--- config.mk ---
export PLATFORM = sky130hd
export DESIGN_NAME = occ_queue
export DESIGN_NICKNAME = d
export VERILOG_FILES = /design/src/sv/occ_pkg.sv /design/src/sv/occ_queue.sv
export SDC_FILE = /design/constraint.sdc
export NUM_CORES = 1
export LEC_CHECK = 0
export BUFFER_PORTS_ARGS = -buffer_cell sky130_fd_sc_hd__buf_2
export CORE_ASPECT_RATIO = 1.75
export CORE_MARGIN = 2
export CORE_UTILIZATION = 25
export DETAILED_ROUTE_END_ITERATION = 10
export REMOVE_ABC_BUFFERS = 1
export SYNTH_ARGS = -nofsm -noshare
export SYNTH_HDL_FRONTEND = slang
export SYNTH_SLANG_ARGS = --single-unit
--- constraint.sdc ---
create_clock -name i_clk -period 3.3 [get_ports i_clk]
set_input_delay 0.33 -clock i_clk [delete_from_list [all_inputs] [get_ports i_clk]]
set_output_delay 0.33 -clock i_clk [all_outputs]
set_load 0.01 [all_outputs]
--- src/sv/occ_pkg.sv ---
// occupancy grid builder package: sizes, codes, queue item and state types
// and the disk helper functions used by the back end
// no dependencies
package occ_pkg;

    localparam int MAX_POINTS  = 4096;
    localparam int PT_IDX_W    = 12;
    localparam int PT_CNT_W    = 13;
    localparam int GRID_COLS   = 256;
    localparam int GRID_ROWS   = 256;
    localparam int CELL_W      = 8;
    localparam int SIZE_W      = 9;
    localparam int MAX_RADIUS  = 15;
    localparam int RAD_W       = 4;
    localparam int COORD_W     = 32;
    localparam int RES_W       = 21;
    localparam int QUOT_W      = 8;
    localparam int STEP_W      = 3;
    localparam int DIV_W       = RES_W + QUOT_W;
    localparam int SPAN_W      = COORD_W + 1;
    localparam int QUEUE_DEPTH = 4;
    localparam int QPTR_W      = 2;
    localparam int QCNT_W      = 3;

    localparam logic [RES_W-1:0] RES_RESET = 21'd3277;
    localparam logic [RAD_W-1:0] RAD_RESET = 4'd1;

    localparam logic [1:0] OP_LOAD  = 2'd0;
    localparam logic [1:0] OP_BUILD = 2'd1;
    localparam logic [1:0] OP_READ  = 2'd2;

    localparam logic [1:0] ST_OK        = 2'd0;
    localparam logic [1:0] ST_EMPTY     = 2'd1;
    localparam logic [1:0] ST_TOO_LARGE = 2'd2;
    localparam logic [1:0] ST_DROPPED   = 2'd3;

    localparam logic CFG_RESOLUTION = 1'b0;
    localparam logic CFG_RADIUS     = 1'b1;

    typedef enum logic [1:0] {
        CMD_LOAD,
        CMD_BUILD,
        CMD_READ
    } t_cmd;

    typedef struct packed {
        t_cmd                       cmd;
        logic signed [COORD_W-1:0]  x;
        logic signed [COORD_W-1:0]  y;
        logic [CELL_W-1:0]          col;
        logic [CELL_W-1:0]          row;
    } t_item;

    typedef struct packed {
        logic full;
        logic empty;
    } t_q_flags;

    typedef enum logic [3:0] {
        S_IDLE,
        S_RD_OUT,
        S_B_START,
        S_B_SIZE,
        S_B_SWAIT,
        S_B_CLEAR,
        S_P_RD,
        S_P_START,
        S_P_WAIT,
        S_P_MARK,
        S_D_START,
        S_D_RD,
        S_D_ACC,
        S_D_WR,
        S_B_OUT
    } t_state;

    // widest horizontal reach k with k*k + d*d <= r*r
    function automatic logic [RAD_W-1:0] half_width(input logic [RAD_W-1:0] r,
                                                    input logic [RAD_W-1:0] d);
        logic [RAD_W-1:0] k;
        k = '0;
        for (int i = 0; i <= MAX_RADIUS; i++) begin
            if (i * i + int'(d) * int'(d) <= int'(r) * int'(r)) begin
                k = RAD_W'(i);
            end
        end
        return k;
    endfunction

    // row dilated left and right by k cells
    function automatic logic [GRID_COLS-1:0] spread_row(input logic [GRID_COLS-1:0] row,
                                                        input logic [RAD_W-1:0] k);
        logic [GRID_COLS-1:0] o;
        o = '0;
        for (int i = 0; i < GRID_COLS; i++) begin
            for (int j = -MAX_RADIUS; j <= MAX_RADIUS; j++) begin
                if ((i + j >= 0) && (i + j < GRID_COLS) &&
                    (((j < 0) ? -j : j) <= int'(k))) begin
                    o[i] = o[i] | row[i + j];
                end
            end
        end
        return o;
    endfunction

endpackage

--- src/sv/occ_queue.sv ---
// short command queue between front and back end
// depends on occ_pkg
module occ_queue import occ_pkg::*; (
    input  logic     i_clk,
    input  logic     i_rst_n,
    input  logic     i_push,
    input  t_item    i_item,
    input  logic     i_pop,
    output t_item    o_head,
    output t_q_flags o_flags
);

    t_item             r_mem [QUEUE_DEPTH];
    logic [QPTR_W-1:0] r_wp;
    logic [QPTR_W-1:0] r_rp;
    logic [QCNT_W-1:0] r_cnt;

    assign o_head        = r_mem[r_rp];
    assign o_flags.full  = (r_cnt == QCNT_W'(QUEUE_DEPTH));
    assign o_flags.empty = (r_cnt == '0);

    always_ff @(posedge i_clk) begin
        if (!i_rst_n) begin
            r_wp  <= '0;
            r_rp  <= '0;
            r_cnt <= '0;
        end else begin
            if (i_push) begin
                r_wp <= r_wp + 1'b1;
            end
            if (i_pop) begin
                r_rp <= r_rp + 1'b1;
            end
            if (i_push && !i_pop) begin
                r_cnt <= r_cnt + 1'b1;
            end else if (!i_push && i_pop) begin
                r_cnt <= r_cnt - 1'b1;
            end
        end
    end

    always_ff @(posedge i_clk) begin
        if (i_push) begin
            r_mem[r_wp] <= i_item;
        end
    end

endmodule

[After elaboration in Yosys (flattened, before gate mapping)]
Memory sizes are Yosys's and may differ from the RTL's. A register that Yosys moved wholly into a read port is not among the register bits.
Index checks and enable logic that the tools add are counted.
Word-level totals
  output and inout bits: 84
  memories: 1
  bits in writable memories: 328
  input port bits: 86
  register bits after elaboration: 7
Memories
  r_mem: depth 4, width 82, rd ports 1, clocked after Yosys merged registers in 1, write ports 1, line occ_queue.sv:13  | t_item r_mem [QUEUE_DEPTH];
Operators by class
  equal/unequal tests: 1
  reductions and logical operators: 6
  multiplexer cells: 6
  add/sub/neg operators: 4
Operator list (number)
  2-to-1 mux 3 bit: 2
  adder 2 x 1 -> 2 bit, second input constant: 2
  2-to-1 mux 2 bit: 2
  adder 3 x 1 -> 3 bit, second input constant: 1
  == test 3 bit, second input constant: 1
  zero test 3 bit: 1
  subtractor 3 x 1 -> 3 bit, second input constant: 1
  logical AND 1 bit: 2
  zero test 1 bit: 2
  2-to-1 mux 1 bit: 2
  nonzero test 2 bit: 1

[Longest topological paths before layout]
  depth in word-level cells: 4
  depth in mapped cells: 7
  mapped depth without buffers: 7

[Worst setup path before layout]
OpenSTA, ideal clock, no wires.
  path kind: flip-flop to flip-flop
  start: reg r_wp[0]
  end: mem r_mem[0][0] in the netlist's numbering, enable pin
  stages on the path, launching flop included: 4
  data arrival time: 2.449 ns
  required time: 2.851 ns
  setup time: 0.449 ns
  path slack: 0.402 ns
  path through: dfxtp_1 inv_1 ha_1 and2_1
RTL lines
  from (decl): line occ_queue.sv:14  | logic [QPTR_W-1:0] r_wp;
  from (signal assigned): line occ_queue.sv:29  | r_wp <= r_wp + 1'b1;
  to (decl): line occ_queue.sv:13
No word-level cell before the write port.

==> flow_summary_export.csv <==
group,metric,value,unit
timing,min_period,2.66,ns
worst_hold_path,hp-start,"i_item[7]",
timing,rsz0062_at_grt,"no",
clocking,clock-sinks,337,
place,placed_cell_area,0.0140,mm²
routing,drt-total-wl,25.5,mm
floorplanning,die_area,0.0513,mm²
synth,synth_top_area_share,79.7,%
floorplanning,coreArea,0.0487,mm²
place,dpl.hpwl,15.2,mm
routing,num_vias,5502,
grt,antenna_found_initial,8,
clocking,cts-root-buf,"clkbuf_16",
timing,finClkSkew,0.0103,ns
final_layout,layout-drive-gt1-share,44.6,%
pwr,ir_drop,0.000384,V
floorplanning,start_util,25.4,%
synth,yosysWarnings,0,
final_layout,fin_area,0.0152,mm²
grt,grt_max_degree,83,
final_layout,multi_input_area,0.00211,mm²
worst_setup_path,critical_path_peak_fanout,82,
final_layout,fin_cells,1359,
pwr,p_leak,5.00,nW
timing,fmax,0.377,GHz
worst_setup_path,cp-start-kind,"flop",
worst_setup_path,critPathKind,"reg2out",
clocking,cts-htree-levels,2,
final_layout,fin_util,31.3,%
floorplanning,die_h,298,µm
floorplanning,die_x,172,µm
clocking,cts_tree,"built",
timing,slew_headroom,39.6,%
synth,synth_cell_types,22,
status,status,"finished, final reports clean",
routing,drc,0,
floorplanning,rows,107,
synth,synth_edf_count,328,
grt,grt_use_total,10.2,%
timing,tightest_slew,0.906,ns
routing,drt_pass1_iterations,4,
synth,synth_common_cells,"edfxtp_1 (328), mux4_2 (81), and2_1 (9), dfxtp_1 (9)",
clocking,cts_buffers,34,
final_layout,finalNetCount,768,
worst_setup_path,cp.required,2.97,ns
clocking,clkSlewWorstSetupHoldPaths,0.06,ns
final_layout,layout.area.seq,0.0100,mm²
clocking,post_cts_resized,0,
timing,post-route-period-util,80.5,%
timing,fin_tns_setup,0,ns
timing,slew_viol_final,0,
grt,grt_first_pass_wirelength,38.1,mm
grt,grt_pass1_vias,6150,
synth,postSynthCellCount,471,
worst_hold_path,hold_class,"in2reg",
worst_setup_path,r2r-start,"r_wp[0]",
synth,synthFlopType,"edfxtp_1",
timing,hold-worst-slack,0.0306,ns
place,place_congestion,0.680,
place,portBuffers,169,
final_layout,area_growth,23.3,%
clocking,cts_max_path_buffers,3,
worst_setup_path,end_kind,"output pin",
timing,hold_viol,0,
job,drv_cap,0,
routing,wire_per_inst,18.8,µm
synth,ys_top_cells_by_area,"edfxtp_1 (80%), mux4_2 (15%), dfxtp_1 (1.5%), buf_12 (1.3%), ha_1 (0.51%)",
pwr,powerDensity,649,mW/mm²
synth,syn_area,0.0124,mm²
worst_setup_path,critPathArrivalTime,2.33,ns
clocking,cts_hold_buf,11,
synth,yosysTopAreaCell,"edfxtp_1",
synth,async_reset_ff_share,0,%
timing,setup_ws,0.645,ns
synth,ys_seq_elements,337,
final_layout,nFillCells,4756,
timing,report.final.setup_viol,0,
synth,avgSynthCellArea,26.2,µm²
synth,synth.most_common_cell,"edfxtp_1",
floorplanning,num_io_pins,170,
clocking,postCtsSetupRepairBufs,0,
routing,initialDrtViolationCount,302,
routing,routed_via_density,4.05,
grt,grt_overflow,0,
synth,synth_seq_area_share,81.1,%
place,dp.cells,1283,
pwr,power.total,9.89,mW
routing,ant_nets,0,
place,place_ws,1.18,ns
clocking,clock_latency,0.51,ns
==> cells in the final DEF (no fill, tap or decap), types with 2 or more instances in the layout <==
master	Yosys	routed
inv_1	4	4
inv_6	0	3
clkbuf_1	1	8
edfxtp_1	328	328
dfxtp_4	0	2
dfxtp_1	9	7
and2_1	9	5
bufinv_16	0	4
mux4_2	81	81
nor2b_1	2	2
clkbuf_16	0	37
clkinv_1	0	4
ha_1	5	5
clkinvlp_4	0	3
buf_2	8	169
mux2i_1	2	2
and2_4	0	4
dlygate4sd3_1	0	11
diode_2	0	3
xnor2_1	2	2
xor2_1	3	3
buf_12	8	6
==> layout make-up <==
| type | count | area share (%) |
|---|---|---|
| clock inverters | 16 | 1.31 |
| repair buffers | 187 | 7.11 |
| flip-flops and latches | 337 | 65.9 |
| multi-input cells | 112 | 13.8 |
| diodes | 3 | 0.0493 |
| well taps | 654 | 5.37 |
| clock buffers | 46 | 6.36 |
| inverters | 4 | 0.0985 |
==> worst max-delay path, cell delays in order (launching register included) <==
cell,delay [ns]
dfxtp_4,0.35
buf_12,0.39
mux4_2,0.61
buf_2,0.16
==> cells by family after synthesis <==
group	share of synthesized area [%]
buf+inv	1.86
compound gates	0.101
fa+ha+maj	0.668
flops	81.1
simple gates	0.739
xor+xnor	0.354
mux	15.1
==> power by group <==
part | internal, mW | leakage (nW) | total (mW) | switching (mW)
clock | 2.40 | 0.559 | 4.01 | 1.61
combinational | 0.420 | 1.36 | 0.906 | 0.486
sequential | 4.91 | 3.09 | 4.98 | 0.0639
total | 7.73 | 5.00 | 9.89 | 2.16
==> state kept, by name (all words and copies together), names as in the netlist, named ones only <==
register / flops
r_mem: 328
r_cnt: 3
r_rp: 2
r_wp: 2
==> metal layers <==
metal / vias to the layer above / wire (µm) / global-route usage [%]
met5: - / 49 / 0
li1: 2425 / - / -
met1: 2880 / 9360 / 10.9
met4: 8 / 920 / 5.20
met3: 61 / 1370 / 2.55
met2: 128 / 13800 / 18.2
==> final timing paths <==
path	end	slack, ns	depth (start not counted)
worst max register to register	r_mem[2][32]	1.40	4
worst min register to register	r_cnt[2]	0.53	2
worst min-delay path	r_mem[3][7]	0.03	1
worst max-delay path	o_head[27]	0.64	3
Note: power is estimated with default switching activity, not from simulation.
